## src/mfd_pkg.sv

```systemverilog
// Shared constants, register codes and types of the multi-turn feedback decoder.
package mfd_pkg;

  localparam int ENCODER_COUNTS = 8192;
  localparam int ENC_W          = $clog2(ENCODER_COUNTS);
  localparam int DELTA_W        = ENC_W + 1;
  localparam int ID_W           = 11;
  localparam int DPC_W          = 24;
  localparam int PROD_W         = DELTA_W + DPC_W + 1;
  localparam int ANGLE_W        = 48;
  localparam int BYTE_W         = 8;
  localparam int WORD_W         = 16;
  localparam int POS_W          = 13;
  localparam int CFG_ADDR_W     = 4;
  localparam int CFG_DATA_W     = 32;
  localparam int QUEUE_DEPTH    = 4;

  localparam logic [ID_W-1:0]   MOTOR_ID_RST      = ID_W'(517);
  localparam logic [DPC_W-1:0]  DEG_PER_COUNT_RST = DPC_W'(737280);
  localparam logic [BYTE_W-1:0] TEMP_LIMIT_RST    = BYTE_W'(80);
  localparam logic [BYTE_W-1:0] ERR_LIMIT_RST     = BYTE_W'(200);

  typedef enum logic [1:0] {
    REG_MOTOR_ID,
    REG_DEG_PER_COUNT,
    REG_TEMP_LIMIT,
    REG_ERR_COUNT_LIMIT
  } reg_idx_t;

  typedef struct packed {
    logic [ID_W-1:0]   motor_id;
    logic [DPC_W-1:0]  degrees_per_count;
    logic [BYTE_W-1:0] temp_limit;
    logic [BYTE_W-1:0] error_count_limit;
  } cfg_t;

  typedef struct packed {
    logic [BYTE_W-1:0]        temperature;
    logic signed [WORD_W-1:0] velocity;
    logic signed [WORD_W-1:0] current;
    logic [POS_W-1:0]         encoder_position;
    logic signed [PROD_W-1:0] product;
    logic                     over_temperature;
  } entry_t;

  typedef struct packed {
    logic full;
    logic empty;
  } queue_stat_t;

endpackage

```

## src/mfd_in_if.sv

```systemverilog
// Feedback frame request channel.
interface mfd_in_if;
  logic                          valid;
  logic                          ready;
  logic [mfd_pkg::ID_W-1:0]      can_id;
  logic [mfd_pkg::BYTE_W-1:0]    encoder_high;
  logic [mfd_pkg::BYTE_W-1:0]    encoder_low;
  logic [mfd_pkg::BYTE_W-1:0]    velocity_high;
  logic [mfd_pkg::BYTE_W-1:0]    velocity_low;
  logic [mfd_pkg::BYTE_W-1:0]    current_high;
  logic [mfd_pkg::BYTE_W-1:0]    current_low;
  logic [mfd_pkg::BYTE_W-1:0]    temperature_byte;

  modport source (
    output valid, can_id, encoder_high, encoder_low, velocity_high, velocity_low,
           current_high, current_low, temperature_byte,
    input  ready
  );
  modport sink (
    input  valid, can_id, encoder_high, encoder_low, velocity_high, velocity_low,
           current_high, current_low, temperature_byte,
    output ready
  );
endinterface

```

## src/mfd_out_if.sv

```systemverilog
// Decoded feedback result channel.
interface mfd_out_if;
  logic                                valid;
  logic                                ready;
  logic [mfd_pkg::BYTE_W-1:0]          temperature;
  logic signed [mfd_pkg::WORD_W-1:0]   velocity;
  logic signed [mfd_pkg::WORD_W-1:0]   current;
  logic [mfd_pkg::POS_W-1:0]           encoder_position;
  logic signed [mfd_pkg::ANGLE_W-1:0]  total_angle;
  logic                                over_temperature;

  modport source (
    output valid, temperature, velocity, current, encoder_position, total_angle,
           over_temperature,
    input  ready
  );
  modport sink (
    input  valid, temperature, velocity, current, encoder_position, total_angle,
           over_temperature,
    output ready
  );
endinterface

```

## src/motor_feedback_multiturn_decoder_top.sv

```systemverilog
// A matching frame is registered in the queue and then in the back end's output register before it shows on out_ch.
// Throughput: one frame per cycle while out_ch accepts results; the accumulator add/saturate loop sets the pace.
// The front end stalls only when the QUEUE_DEPTH-entry queue is full.
// Frames with a foreign identifier are dropped and produce no result.
// Reset (rst_n low, synchronous) restores register defaults, clears the angle,
// temperature monitor and seed state; no clearing pass is needed.
module motor_feedback_multiturn_decoder_top #(
  parameter int QUEUE_DEPTH = mfd_pkg::QUEUE_DEPTH
) (
  input  logic                             clk,
  input  logic                             rst_n,
  mfd_in_if.sink                           in_ch,
  mfd_out_if.source                        out_ch,
  input  logic                             cfg_psel,
  input  logic                             cfg_penable,
  input  logic                             cfg_pwrite,
  input  logic [mfd_pkg::CFG_ADDR_W-1:0]   cfg_paddr,
  input  logic [mfd_pkg::CFG_DATA_W-1:0]   cfg_pwdata,
  output logic [mfd_pkg::CFG_DATA_W-1:0]   cfg_prdata,
  output logic                             cfg_pready
);

  mfd_pkg::cfg_t        cfg_r;
  mfd_pkg::reg_idx_t    reg_idx;
  logic                 cfg_wr;
  logic                 push;
  logic                 pop;
  mfd_pkg::entry_t      push_data;
  mfd_pkg::entry_t      head;
  mfd_pkg::queue_stat_t q_stat;

  assign cfg_pready = 1'b1;
  assign reg_idx    = mfd_pkg::reg_idx_t'(cfg_paddr[mfd_pkg::CFG_ADDR_W-1:2]);
  assign cfg_wr     = cfg_psel && cfg_penable && cfg_pwrite && cfg_pready;

  always_ff @(posedge clk) begin
    if (!rst_n) begin
      cfg_r.motor_id          <= mfd_pkg::MOTOR_ID_RST;
      cfg_r.degrees_per_count <= mfd_pkg::DEG_PER_COUNT_RST;
      cfg_r.temp_limit        <= mfd_pkg::TEMP_LIMIT_RST;
      cfg_r.error_count_limit <= mfd_pkg::ERR_LIMIT_RST;
    end else if (cfg_wr) begin
      unique case (reg_idx)
        mfd_pkg::REG_MOTOR_ID:
          cfg_r.motor_id <= cfg_pwdata[mfd_pkg::ID_W-1:0];
        mfd_pkg::REG_DEG_PER_COUNT:
          cfg_r.degrees_per_count <= cfg_pwdata[mfd_pkg::DPC_W-1:0];
        mfd_pkg::REG_TEMP_LIMIT:
          cfg_r.temp_limit <= cfg_pwdata[mfd_pkg::BYTE_W-1:0];
        mfd_pkg::REG_ERR_COUNT_LIMIT:
          cfg_r.error_count_limit <= cfg_pwdata[mfd_pkg::BYTE_W-1:0];
        default: ;
      endcase
    end
  end

  always_comb begin
    unique case (reg_idx)
      mfd_pkg::REG_MOTOR_ID:
        cfg_prdata = mfd_pkg::CFG_DATA_W'(cfg_r.motor_id);
      mfd_pkg::REG_DEG_PER_COUNT:
        cfg_prdata = mfd_pkg::CFG_DATA_W'(cfg_r.degrees_per_count);
      mfd_pkg::REG_TEMP_LIMIT:
        cfg_prdata = mfd_pkg::CFG_DATA_W'(cfg_r.temp_limit);
      mfd_pkg::REG_ERR_COUNT_LIMIT:
        cfg_prdata = mfd_pkg::CFG_DATA_W'(cfg_r.error_count_limit);
      default:
        cfg_prdata = '0;
    endcase
  end

  mfd_front u_front (
    .clk       (clk),
    .rst_n     (rst_n),
    .in_ch     (in_ch),
    .cfg       (cfg_r),
    .q_stat    (q_stat),
    .push      (push),
    .push_data (push_data)
  );

  mfd_queue #(
    .DEPTH (QUEUE_DEPTH)
  ) u_queue (
    .clk       (clk),
    .rst_n     (rst_n),
    .push      (push),
    .push_data (push_data),
    .pop       (pop),
    .head      (head),
    .stat      (q_stat)
  );

  mfd_back u_back (
    .clk    (clk),
    .rst_n  (rst_n),
    .head   (head),
    .q_stat (q_stat),
    .pop    (pop),
    .out_ch (out_ch)
  );

  // over-temperature is sticky across successive results
  a_ot_sticky: assert property (@(posedge clk) disable iff (!rst_n)
    (out_ch.valid && out_ch.over_temperature) |=> (!out_ch.valid || out_ch.over_temperature))
    else $error("over_temperature dropped after being raised");

  // a foreign-id request with nothing in flight yields no result
  a_foreign_drop: assert property (@(posedge clk) disable iff (!rst_n)
    (in_ch.valid && in_ch.ready && (in_ch.can_id != cfg_r.motor_id)
     && q_stat.empty && !out_ch.valid) |=> !out_ch.valid)
    else $error("result produced for foreign identifier");

  // a matching request lands in the queue
  a_push_lands: assert property (@(posedge clk) disable iff (!rst_n)
    push |=> !q_stat.empty || out_ch.valid)
    else $error("accepted frame lost between front and back");

  // queue never reports full and empty together
  a_queue_stat: assert property (@(posedge clk) disable iff (!rst_n)
    !(q_stat.full && q_stat.empty))
    else $error("queue status inconsistent");

endmodule

```

## src/mfd_front.sv

```systemverilog
// Front end: id filter, temperature monitor, encoder unwrap and delta scaling.
module mfd_front (
  input  logic                clk,
  input  logic                rst_n,
  mfd_in_if.sink              in_ch,
  input  mfd_pkg::cfg_t       cfg,
  input  mfd_pkg::queue_stat_t q_stat,
  output logic                push,
  output mfd_pkg::entry_t     push_data
);

  localparam logic signed [mfd_pkg::DELTA_W:0] COUNTS_X =
    (mfd_pkg::DELTA_W + 1)'(mfd_pkg::ENCODER_COUNTS);

  logic                                seeded_r, seeded_nxt;
  logic [mfd_pkg::ENC_W-1:0]           prev_r, prev_nxt;
  logic [mfd_pkg::BYTE_W-1:0]          hot_cnt_r, hot_cnt_nxt;
  logic                                latch_r, latch_nxt;

  logic                                accept;
  logic                                match;
  logic [mfd_pkg::WORD_W-1:0]          enc_word;
  logic [mfd_pkg::ENC_W-1:0]           pos;
  logic [mfd_pkg::ENC_W-1:0]           prev_eff;
  logic signed [mfd_pkg::DELTA_W-1:0]  d;
  logic signed [mfd_pkg::DELTA_W:0]    d_x;
  logic signed [mfd_pkg::DELTA_W:0]    alt_x;
  logic signed [mfd_pkg::DELTA_W-1:0]  alt;
  logic [mfd_pkg::DELTA_W-1:0]         mag_d;
  logic [mfd_pkg::DELTA_W-1:0]         mag_alt;
  logic signed [mfd_pkg::DELTA_W-1:0]  delta;
  logic [mfd_pkg::BYTE_W-1:0]          hot_inc;

  assign in_ch.ready = !q_stat.full;
  assign accept      = in_ch.valid && in_ch.ready;
  assign match       = (in_ch.can_id == cfg.motor_id);
  assign push        = accept && match;

  assign enc_word = {in_ch.encoder_high, in_ch.encoder_low};
  assign pos      = enc_word[mfd_pkg::ENC_W-1:0];
  // first frame after reset seeds itself, so its delta is zero
  assign prev_eff = seeded_r ? prev_r : pos;
  assign d        = $signed({1'b0, pos}) - $signed({1'b0, prev_eff});
  assign d_x      = {d[mfd_pkg::DELTA_W-1], d};

  always_comb begin
    priority if (d > 0) begin
      alt_x = d_x - COUNTS_X;
    end else if (d < 0) begin
      alt_x = d_x + COUNTS_X;
    end else begin
      alt_x = '0;
    end
  end

  assign alt     = alt_x[mfd_pkg::DELTA_W-1:0];
  assign mag_d   = d[mfd_pkg::DELTA_W-1] ? -d : d;
  assign mag_alt = alt[mfd_pkg::DELTA_W-1] ? -alt : alt;
  // half-turn tie goes to the wrapped direction
  assign delta   = (mag_alt > mag_d) ? d : alt;

  assign hot_inc = (&hot_cnt_r) ? hot_cnt_r : hot_cnt_r + 1'b1;

  always_comb begin
    seeded_nxt  = seeded_r;
    prev_nxt    = prev_r;
    hot_cnt_nxt = hot_cnt_r;
    latch_nxt   = latch_r;
    if (push) begin
      seeded_nxt = 1'b1;
      prev_nxt   = pos;
      if (in_ch.temperature_byte > cfg.temp_limit) begin
        if (hot_inc > cfg.error_count_limit) begin
          hot_cnt_nxt = '0;
          latch_nxt   = 1'b1;
        end else begin
          hot_cnt_nxt = hot_inc;
        end
      end else begin
        hot_cnt_nxt = '0;
      end
    end
  end

  always_ff @(posedge clk) begin
    if (!rst_n) begin
      seeded_r  <= 1'b0;
      prev_r    <= '0;
      hot_cnt_r <= '0;
      latch_r   <= 1'b0;
    end else begin
      seeded_r  <= seeded_nxt;
      prev_r    <= prev_nxt;
      hot_cnt_r <= hot_cnt_nxt;
      latch_r   <= latch_nxt;
    end
  end

  always_comb begin
    push_data.temperature      = in_ch.temperature_byte;
    push_data.velocity         = $signed({in_ch.velocity_high, in_ch.velocity_low});
    push_data.current          = $signed({in_ch.current_high, in_ch.current_low});
    push_data.encoder_position = mfd_pkg::POS_W'(pos);
    push_data.product          = delta * $signed({1'b0, cfg.degrees_per_count});
    push_data.over_temperature = latch_nxt;
  end

endmodule

```

## src/mfd_queue.sv

```systemverilog
// Small FIFO between front end and accumulator.
module mfd_queue #(
  parameter int DEPTH = mfd_pkg::QUEUE_DEPTH
) (
  input  logic                 clk,
  input  logic                 rst_n,
  input  logic                 push,
  input  mfd_pkg::entry_t      push_data,
  input  logic                 pop,
  output mfd_pkg::entry_t      head,
  output mfd_pkg::queue_stat_t stat
);

  localparam int PTR_W = (DEPTH > 1) ? $clog2(DEPTH) : 1;
  localparam int CNT_W = $clog2(DEPTH + 1);
  localparam logic [PTR_W-1:0] LAST = PTR_W'(DEPTH - 1);

  mfd_pkg::entry_t   mem [DEPTH];
  mfd_pkg::entry_t   head_r;
  logic [PTR_W-1:0]  wr_ptr_r, wr_ptr_nxt;
  logic [PTR_W-1:0]  rd_ptr_r, rd_ptr_nxt;
  logic [CNT_W-1:0]  cnt_r, cnt_nxt;
  logic              do_push;
  logic              do_pop;

  assign stat.full  = (cnt_r == CNT_W'(DEPTH));
  assign stat.empty = (cnt_r == '0);
  assign do_push    = push && !stat.full;
  assign do_pop     = pop && !stat.empty;
  assign head       = head_r;

  always_comb begin
    wr_ptr_nxt = wr_ptr_r;
    rd_ptr_nxt = rd_ptr_r;
    if (do_push) begin
      wr_ptr_nxt = (wr_ptr_r == LAST) ? '0 : wr_ptr_r + 1'b1;
    end
    if (do_pop) begin
      rd_ptr_nxt = (rd_ptr_r == LAST) ? '0 : rd_ptr_r + 1'b1;
    end
    unique case ({do_push, do_pop})
      2'b10:   cnt_nxt = cnt_r + 1'b1;
      2'b01:   cnt_nxt = cnt_r - 1'b1;
      default: cnt_nxt = cnt_r;
    endcase
  end

  always_ff @(posedge clk) begin
    if (!rst_n) begin
      wr_ptr_r <= '0;
      rd_ptr_r <= '0;
      cnt_r    <= '0;
    end else begin
      wr_ptr_r <= wr_ptr_nxt;
      rd_ptr_r <= rd_ptr_nxt;
      cnt_r    <= cnt_nxt;
    end
  end

  always_ff @(posedge clk) begin
    if (do_push) begin
      mem[wr_ptr_r] <= push_data;
    end
  end

  // head tracks the next read slot; a push into that slot is forwarded
  always_ff @(posedge clk) begin
    if (do_push && (wr_ptr_r == rd_ptr_nxt)) begin
      head_r <= push_data;
    end else begin
      head_r <= mem[rd_ptr_nxt];
    end
  end

endmodule

```

## src/mfd_back.sv

```systemverilog
// Back end: saturating angle accumulator and output register.
module mfd_back (
  input  logic                 clk,
  input  logic                 rst_n,
  input  mfd_pkg::entry_t      head,
  input  mfd_pkg::queue_stat_t q_stat,
  output logic                 pop,
  mfd_out_if.source            out_ch
);

  localparam int SUM_W = mfd_pkg::ANGLE_W + 1;

  logic                                out_valid_r;
  logic signed [mfd_pkg::ANGLE_W-1:0]  acc_r, acc_nxt;
  mfd_pkg::entry_t                     res_r;
  logic signed [SUM_W-1:0]             sum;
  logic                                load;

  assign load = !q_stat.empty && (!out_valid_r || out_ch.ready);
  assign pop  = load;

  assign sum = $signed({acc_r[mfd_pkg::ANGLE_W-1], acc_r})
             + $signed({{(SUM_W - mfd_pkg::PROD_W){head.product[mfd_pkg::PROD_W-1]}},
                        head.product});

  always_comb begin
    priority if (sum[SUM_W-1] == sum[SUM_W-2]) begin
      acc_nxt = sum[mfd_pkg::ANGLE_W-1:0];
    end else if (sum[SUM_W-1]) begin
      acc_nxt = {1'b1, {(mfd_pkg::ANGLE_W-1){1'b0}}};
    end else begin
      acc_nxt = {1'b0, {(mfd_pkg::ANGLE_W-1){1'b1}}};
    end
  end

  always_ff @(posedge clk) begin
    if (!rst_n) begin
      out_valid_r <= 1'b0;
      acc_r       <= '0;
    end else begin
      if (load) begin
        out_valid_r <= 1'b1;
        acc_r       <= acc_nxt;
      end else if (out_ch.ready) begin
        out_valid_r <= 1'b0;
      end
    end
  end

  always_ff @(posedge clk) begin
    if (load) begin
      res_r <= head;
    end
  end

  assign out_ch.valid            = out_valid_r;
  assign out_ch.temperature      = res_r.temperature;
  assign out_ch.velocity         = res_r.velocity;
  assign out_ch.current          = res_r.current;
  assign out_ch.encoder_position = res_r.encoder_position;
  assign out_ch.total_angle      = acc_r;
  assign out_ch.over_temperature = res_r.over_temperature;

endmodule
```

## src/flat_wrapper.sv

```systemverilog
// flat-port wrapper written by rule: the top's interface ports become plain ports
module motor_feedback_multiturn_decoder_top_flat 
#(
  parameter int QUEUE_DEPTH = mfd_pkg::QUEUE_DEPTH
)
  (clk, rst_n, cfg_psel, cfg_penable, cfg_pwrite, cfg_paddr, cfg_pwdata, cfg_prdata, cfg_pready, in_ch_valid, in_ch_can_id, in_ch_encoder_high, in_ch_encoder_low, in_ch_velocity_high, in_ch_velocity_low, in_ch_current_high, in_ch_current_low, in_ch_temperature_byte, in_ch_ready, out_ch_valid, out_ch_temperature, out_ch_velocity, out_ch_current, out_ch_encoder_position, out_ch_total_angle, out_ch_over_temperature, out_ch_ready);
  mfd_in_if in_ch_i ();
  mfd_out_if out_ch_i ();
  input  logic clk;
  input  logic rst_n;
  input  logic cfg_psel;
  input  logic cfg_penable;
  input  logic cfg_pwrite;
  input  logic [mfd_pkg::CFG_ADDR_W-1:0] cfg_paddr;
  input  logic [mfd_pkg::CFG_DATA_W-1:0] cfg_pwdata;
  output logic [mfd_pkg::CFG_DATA_W-1:0] cfg_prdata;
  output logic cfg_pready;
  input wire logic [$bits(in_ch_i.valid)-1:0] in_ch_valid;
  input wire logic [$bits(in_ch_i.can_id)-1:0] in_ch_can_id;
  input wire logic [$bits(in_ch_i.encoder_high)-1:0] in_ch_encoder_high;
  input wire logic [$bits(in_ch_i.encoder_low)-1:0] in_ch_encoder_low;
  input wire logic [$bits(in_ch_i.velocity_high)-1:0] in_ch_velocity_high;
  input wire logic [$bits(in_ch_i.velocity_low)-1:0] in_ch_velocity_low;
  input wire logic [$bits(in_ch_i.current_high)-1:0] in_ch_current_high;
  input wire logic [$bits(in_ch_i.current_low)-1:0] in_ch_current_low;
  input wire logic [$bits(in_ch_i.temperature_byte)-1:0] in_ch_temperature_byte;
  output wire logic [$bits(in_ch_i.ready)-1:0] in_ch_ready;
  output wire logic [$bits(out_ch_i.valid)-1:0] out_ch_valid;
  output wire logic [$bits(out_ch_i.temperature)-1:0] out_ch_temperature;
  output wire logic [$bits(out_ch_i.velocity)-1:0] out_ch_velocity;
  output wire logic [$bits(out_ch_i.current)-1:0] out_ch_current;
  output wire logic [$bits(out_ch_i.encoder_position)-1:0] out_ch_encoder_position;
  output wire logic [$bits(out_ch_i.total_angle)-1:0] out_ch_total_angle;
  output wire logic [$bits(out_ch_i.over_temperature)-1:0] out_ch_over_temperature;
  input wire logic [$bits(out_ch_i.ready)-1:0] out_ch_ready;
  assign in_ch_i.valid = in_ch_valid;
  assign in_ch_i.can_id = in_ch_can_id;
  assign in_ch_i.encoder_high = in_ch_encoder_high;
  assign in_ch_i.encoder_low = in_ch_encoder_low;
  assign in_ch_i.velocity_high = in_ch_velocity_high;
  assign in_ch_i.velocity_low = in_ch_velocity_low;
  assign in_ch_i.current_high = in_ch_current_high;
  assign in_ch_i.current_low = in_ch_current_low;
  assign in_ch_i.temperature_byte = in_ch_temperature_byte;
  assign in_ch_ready = in_ch_i.ready;
  assign out_ch_valid = out_ch_i.valid;
  assign out_ch_temperature = out_ch_i.temperature;
  assign out_ch_velocity = out_ch_i.velocity;
  assign out_ch_current = out_ch_i.current;
  assign out_ch_encoder_position = out_ch_i.encoder_position;
  assign out_ch_total_angle = out_ch_i.total_angle;
  assign out_ch_over_temperature = out_ch_i.over_temperature;
  assign out_ch_i.ready = out_ch_ready;
  motor_feedback_multiturn_decoder_top #(.QUEUE_DEPTH(QUEUE_DEPTH)) u_core (.clk(clk), .rst_n(rst_n), .in_ch(in_ch_i), .out_ch(out_ch_i), .cfg_psel(cfg_psel), .cfg_penable(cfg_penable), .cfg_pwrite(cfg_pwrite), .cfg_paddr(cfg_paddr), .cfg_pwdata(cfg_pwdata), .cfg_prdata(cfg_prdata), .cfg_pready(cfg_pready));
endmodule
```

## config.mk

```make
export PLATFORM = sky130hd
export DESIGN_NAME = motor_feedback_multiturn_decoder_top_flat
export DESIGN_NICKNAME = d
export VERILOG_FILES = /design/src/mfd_pkg.sv /design/src/mfd_in_if.sv /design/src/mfd_out_if.sv /design/src/motor_feedback_multiturn_decoder_top.sv /design/src/mfd_front.sv /design/src/mfd_queue.sv /design/src/mfd_back.sv /design/src/flat_wrapper.sv
export SDC_FILE = /design/constraint.sdc
export NUM_CORES = 2
export LEC_CHECK = 0
export BUFFER_PORTS_ARGS = -buffer_cell sky130_fd_sc_hd__buf_2
export CAP_MARGIN = 0
export CELL_PAD_IN_SITES_DETAIL_PLACEMENT = 0
export CELL_PAD_IN_SITES_GLOBAL_PLACEMENT = 2
export CORE_MARGIN = 1.5
export CORE_UTILIZATION = 36
export CTS_CLUSTER_DIAMETER = 100
export DETAILED_ROUTE_END_ITERATION = 8
export GPL_ROUTABILITY_DRIVEN = 0
export GPL_TIMING_DRIVEN = 0
export PLACE_DENSITY = 0.8
export SETUP_SLACK_MARGIN = 0.3
export SLEW_MARGIN = 0
export SYNTH_ARGS = -nofsm -noshare
export SYNTH_HDL_FRONTEND = slang
export SYNTH_SLANG_ARGS = --single-unit
```

## constraint.sdc

```tcl
create_clock -name clk -period 24.7 [get_ports clk]
set_clock_uncertainty 0.15 [all_clocks]
set_input_delay 2.47 -clock clk [delete_from_list [all_inputs] [get_ports clk]]
set_output_delay 2.47 -clock clk [all_outputs]
set_load 0.005 [all_outputs]
```

# Word-level counts from Yosys, hierarchy flattened
# Memory sizes are Yosys's and may differ from the RTL's. A register that Yosys moved wholly into a read port is not among the register bits.
# Cells that the tools add are included.
# totals
register_bits,184
ram_bits,372
in_bits,110
output_inout_bits,137
word_cells,89
n_memories,1
# memory_table
name,words,word_bits,read_ports,rd_clocked_by_memory_dff,wr,line,source
u_core.u_queue.mem,4,93,1,1,1,mfd_queue.sv:18,mfd_pkg::entry_t mem [DEPTH];
# op_classes
n_addsub,11
mul,1
magnitude_cmp,5
eq_ne,10
muxes,23
reduce_logical,20
# op_table
cell,n
$pmux W32 S4,1
$mux W48,2
$mux W14,5
$add A48 B39 Y49,1
$mul A14 B25 Y39,1
$neg A14 Y14,2
$mux W8,3
$gt A8 B8 Y1,2
$add A14 B14 Y14 const B,1
$gt A14 B1 Y1 const B,1
$gt A14 B14 Y1,1
$lt A14 B1 Y1 const B,1
$sub A13 B13 Y14,1
$sub A14 B14 Y14 const B,1
$mux W13,1
$eq A11 B11 Y1,1
$eq A2 B2 Y1 const B,5
$add A8 B1 Y8 const B,1
$reduce_and A2 Y1,4
$reduce_and A8 Y1,1
$logic_and A1 B1 Y1,7
$mux W1,7
$mux W2,3
$pmux W3 S2,1
11 further kinds,16

# Longest topological paths before layout
# depth
ltp_word,10
depth_mapped,53

# Modules after synthesis
# Synthesis repeated with hierarchy kept, for this count alone.
# hier_totals
cells_unflattened,3309
area_unflattened_um2,37908.9
# modules_own_cells
module,instances,cells_per_inst,area_each_um2,seq_area_each_um2
mfd_front,1,1789,14954.3,460.4
mfd_queue,1,538,13919.6,11350.9
mfd_back,1,733,6543.8,2602.5
motor_feedback_multiturn_decoder_top,1,249,2491.1,1021.0

# Least setup slack after synthesis
# No wires, ideal clock.
# synth_path
path_kind,input-to-reg
start,input in_ch_encoder_low[0]
end,memory u_core.u_queue.mem[0][38] (netlist bit) (data pin)
arrival_time_ps,12461
required_ps,24278
path_slack_ps,11817
path_stages,47
n_path_buf,3
cell_sequence,inv_1 o21ai_0 ha_1 inv_1 fa_1 a21o_1 a21oi_2 o21bai_2 a21oi_2 o31ai_4 a311o_1 a21o_1 and4bb_1 buf_2 nor3_1 xor2_1 ha_1 a21o_1 [11 not listed] fa_1 fa_1 inv_1 fa_1 fa_1 fa_1 fa_1 ha_1 nand3_1 a211o_1 or2_2 o211ai_1 a21oi_1 o21ai_0 a21oi_1 o21ai_0 o21ai_0 xnor2_1
# synth_lines
item,line,source
start: declaration,flat_wrapper.sv:21,input wire logic [$bits(in_ch_i.encoder_low)-1:0] in_ch_encoder_low;
end: declaration,mfd_queue.sv:18,

==> impl_metrics.py <==
metrics = {
    "place": {
        "placed_area_sq_mm": 0.04017,
        "hpwl_um": 79260,
        "dp_slack_ps": 9298,
        "io_buffers": 221,
    },
    "worst_setup_path": {
        "cp_slowest_cell": "nor4_1",
        "cp-endpoint": "u_core.u_queue.mem[0][39]$_DFFE_PP_",
        "r2r_start": "u_core.u_front.seeded_r$_SDFFE_PN0P_",
        "required_ps": 25010,
        "cp-startpoint": "in_ch_encoder_low[0]",
        "reg2reg_slack_ps": 10800,
        "crit_type": "input pin to flip-flop",
        "cp_max_fo": 10,
        "crit_top_cell": "fa_1",
        "ff2ff_path_depth": 47,
        "arrival_ps": 15050,
        "end_kind": "flip-flop",
        "cp-start-kind": "input pin",
        "r2r_end": "u_core.u_queue.mem[0][39]$_DFFE_PP_",
        "slowest_delay_ps": 650,
    },
    "sta": {
        "hold_viol_final": 0,
        "final-max-slew-violation-count": 0,
        "fin_ws_ps": 9964,
        "fin_crit_ps": 14740,
        "min_period_over_period_pct": 59.66,
        "slew_headroom_pct": 11.61,
        "finalSetupTns_ps": 0,
        "setup_viol": 0,
        "worst_pin_slew_ps": 1326,
        "max_clock_freq_mhz": 67.86,
        "rsz0062_at_grt": "no",
    },
    "floorplan": {
        "dieArea_sq_mm": 0.1051,
        "fp-row-count": 117,
        "die_h_um": 324.2,
        "start_util_pct": 36.40,
        "fp.dieW_um": 324.2,
        "ios": 247,
        "core-area_sq_mm": 0.1020,
    },
    "pwr": {
        "ir_worst_vdd_mv": 0.1467,
        "pwr-share-clk_pct": 15.4,
        "internal_power_w": 0.003392,
        "p_comb_share_pct": 59.6,
        "p_switching_w": 0.002672,
        "p_sw_share_pct": 44.07,
        "seqPwrFrac_pct": 25.0,
        "power.density_mw_per_mm2": 143.4,
        "leakage_nw": 16.96,
    },
    "flow_run": {
        "drv_cap": 0,
    },
    "final_layout": {
        "finish.instance_area_sq_mm": 0.04228,
        "layout_common_cells": "edfxtp_1 (426), nand2_1 (357), inv_1 (339)",
        "layout-drive-gt1-share_pct": 16.63,
        "nets": 4066,
        "syn_to_final_growth_pct": 13.84,
        "final_common_cell": "edfxtp_1",
    },
    "clock_tree": {
        "clk_pin_slew_ps": 60,
        "cts_buffers": 61,
        "cts_tree": "built",
        "cts_htree_levels": 2,
        "root_buffer": "clkbuf_16",
        "clock_sinks": 558,
        "hold_buffers": 0,
        "post_cts_resize_count": 0,
        "clk_latency_ps": 670,
        "cts_setup_buffers": 0,
        "cts_buffer_depth": 3,
    },
    "routing": {
        "via_per_inst": 5.005,
        "vias": 24480,
        "drt_iter0_drc": 1402,
        "first_pass_iters": 5,
        "wl_per_cell_um": 20.93,
        "antenna_left": 0,
        "drc": 0,
        "routed_wl_um": 102400,
    },
    "grt": {
        "grt_pass1_wl_um": 154000,
        "grt_max_degree": 55,
        "grt-ovfl-total": 0,
        "grt_pass1_vias": 24872,
        "grt_use_total_pct": 19.40,
        "antenna_found_initial": 9,
    },
    "synthesis": {
        "synth-edff-count": 426,
        "synthFlopType": "edfxtp_1",
        "synth_warnings": 0,
        "syn-cell-area_sq_mm": 0.03714,
        "synth-async-reset-ratio_pct": 0,
        "ys_ff_latch": 558,
        "syn_inst": 3166,
        "synth.yosys.seq_area_share_pct": 41.56,
        "synth.distinct_cells": 90,
        "avgSynthCellArea_sq_um": 11.73,
    },
    "run_status": {
        "status": "complete, no violations",
    },
    "hold_path": {
        "hold_path_class": "flip-flop to flip-flop",
    },
}
## metal layers
| layer | track usage, % | vias to the layer above | share of wire [%] |
|---|---|---|---|
| met3 | 3.206 | 142 | 5.4 |
| met2 | 30.85 | 571 | 46 |
| met4 | 5.774 | 2 | 2.6 |
| met5 | 0 | - | 0.011 |
| met1 | 27.19 | 12165 | 46 |
| li1 | - | 11600 | - |
## layout make-up
type,instances,area (sq um)
Fill cell,9809,59760
Multi-Input combinational cell,2107,19710
Sequential cell,558,15430
Tap cell,1368,1712
Clock buffer,80,1658
Timing Repair Buffer,228,1284
Inverter,339,1272
Buffer,169,762.0
Clock inverter,36,432.9
Antenna cell,6,15.01
## registers in the layout, summed over array words and instances (netlist names), 3 cells and up, named ones only
register                               flops
u_core.u_back.out_ch.encoder_position     13
u_core.u_back.out_ch.total_angle          48
u_core.u_queue.mem                       372
u_core.u_front.prev_r                     13
u_core.u_back.out_ch.current              16
u_core.u_back.out_ch.velocity             16
u_core.cfg_r                              51
u_core.u_queue.cnt_r                       3
u_core.u_front.hot_cnt_r                   8
u_core.u_back.out_ch.temperature           8
## power groups by stage
| stage | Combinational [W] | Clock, W | Sequential, W |
|---|---|---|---|
| floorplan | 0.00253 | 0 | 0.00153 |
| global placement | 0.00356 | 0 | 0.00155 |
| detailed placement | 0.00361 | 0 | 0.00154 |
| CTS | 0.00364 | 0.000957 | 0.00152 |
| global route | 0.00403 | 0.000987 | 0.00153 |
| finish | 0.00361 | 0.000934 | 0.00152 |
## worst max-delay path: cells and delay by family
family | cells | cell delay, ps
adder cells (fa/ha/maj) | 10 | 4420
AO/OA/AOI/OAI | 15 | 3250
AND/OR/NAND/NOR | 12 | 2750
buffers and inverters | 7 | 1340
XOR/XNOR | 3 | 780
## cell families (layout without fill, tap and decap cells)
family	Yosys count	after routing	synth area share (%)
AOI/OAI and AO/OA	520	520	9.325
buffers and inverters	508	852	5.475
muxes	136	136	7.092
DFF	558	558	41.56
and+or+nand+nor	792	792	10.56
adders and majority gates	536	536	23.26
xor gates and xnor gates	114	114	2.709
other	2	15	0.02022
## how the worst min path moves through the flow
stage | startpoint | endpoint | depth (start not counted)
floorplan | u_core.u_queue.rd_ptr_r[1]$_SDFF_PN0_ | flip-flop | 2
global placement | u_core.u_front.prev_r[10]$_SDFFE_PN0P_ | u_core.u_front.prev_r[10]$_SDFFE_PN0P_ | 2
detailed placement | u_core.u_front.prev_r[2]$_SDFFE_PN0P_ | u_core.u_front.prev_r[2]$_SDFFE_PN0P_ | 2
CTS | u_core.u_front.prev_r[2]$_SDFFE_PN0P_ | u_core.u_front.prev_r[2]$_SDFFE_PN0P_ | 2
global route | u_core.u_front.prev_r[2]$_SDFFE_PN0P_ | u_core.u_front.prev_r[2]$_SDFFE_PN0P_ | 2
finish | u_core.u_front.prev_r[0]$_SDFFE_PN0P_ | u_core.u_front.prev_r[0]$_SDFFE_PN0P_ | 2
## through the flow
step	cells	util, %	power [W]	hold slack [ps]
3_5_place_dp	4769	39.37	0.005154	307.4
4_1_cts	4885	41.42	0.006113	315.9
3_3_place_gp	4762	39.19	0.005104	302.6
6_report	4891	41.44	0.006065	314.4
2_1_floorplan	3173	-	0.004064	287.7
5_1_grt	4889	41.43	0.006540	345.4
## synthesized netlist by cell type, types with 43 or more instances
cell type	number	area, sq um
a21o_1	62	465.5
ha_1	227	2840
mux4_2	101	2275
fa_1	265	5305
a21oi_1	120	600.6
a21boi_0	57	427.9
nor2_1	61	229.0
dfxtp_1	132	2643
edfxtp_1	426	12790
nand2_1	357	1340
xnor2_1	72	630.6
inv_1	339	1272
a21oi_2	43	376.6
clkbuf_1	115	431.7
o21ai_0	108	540.5
and2_1	190	1189
Power figures use the tool's default switching activity.
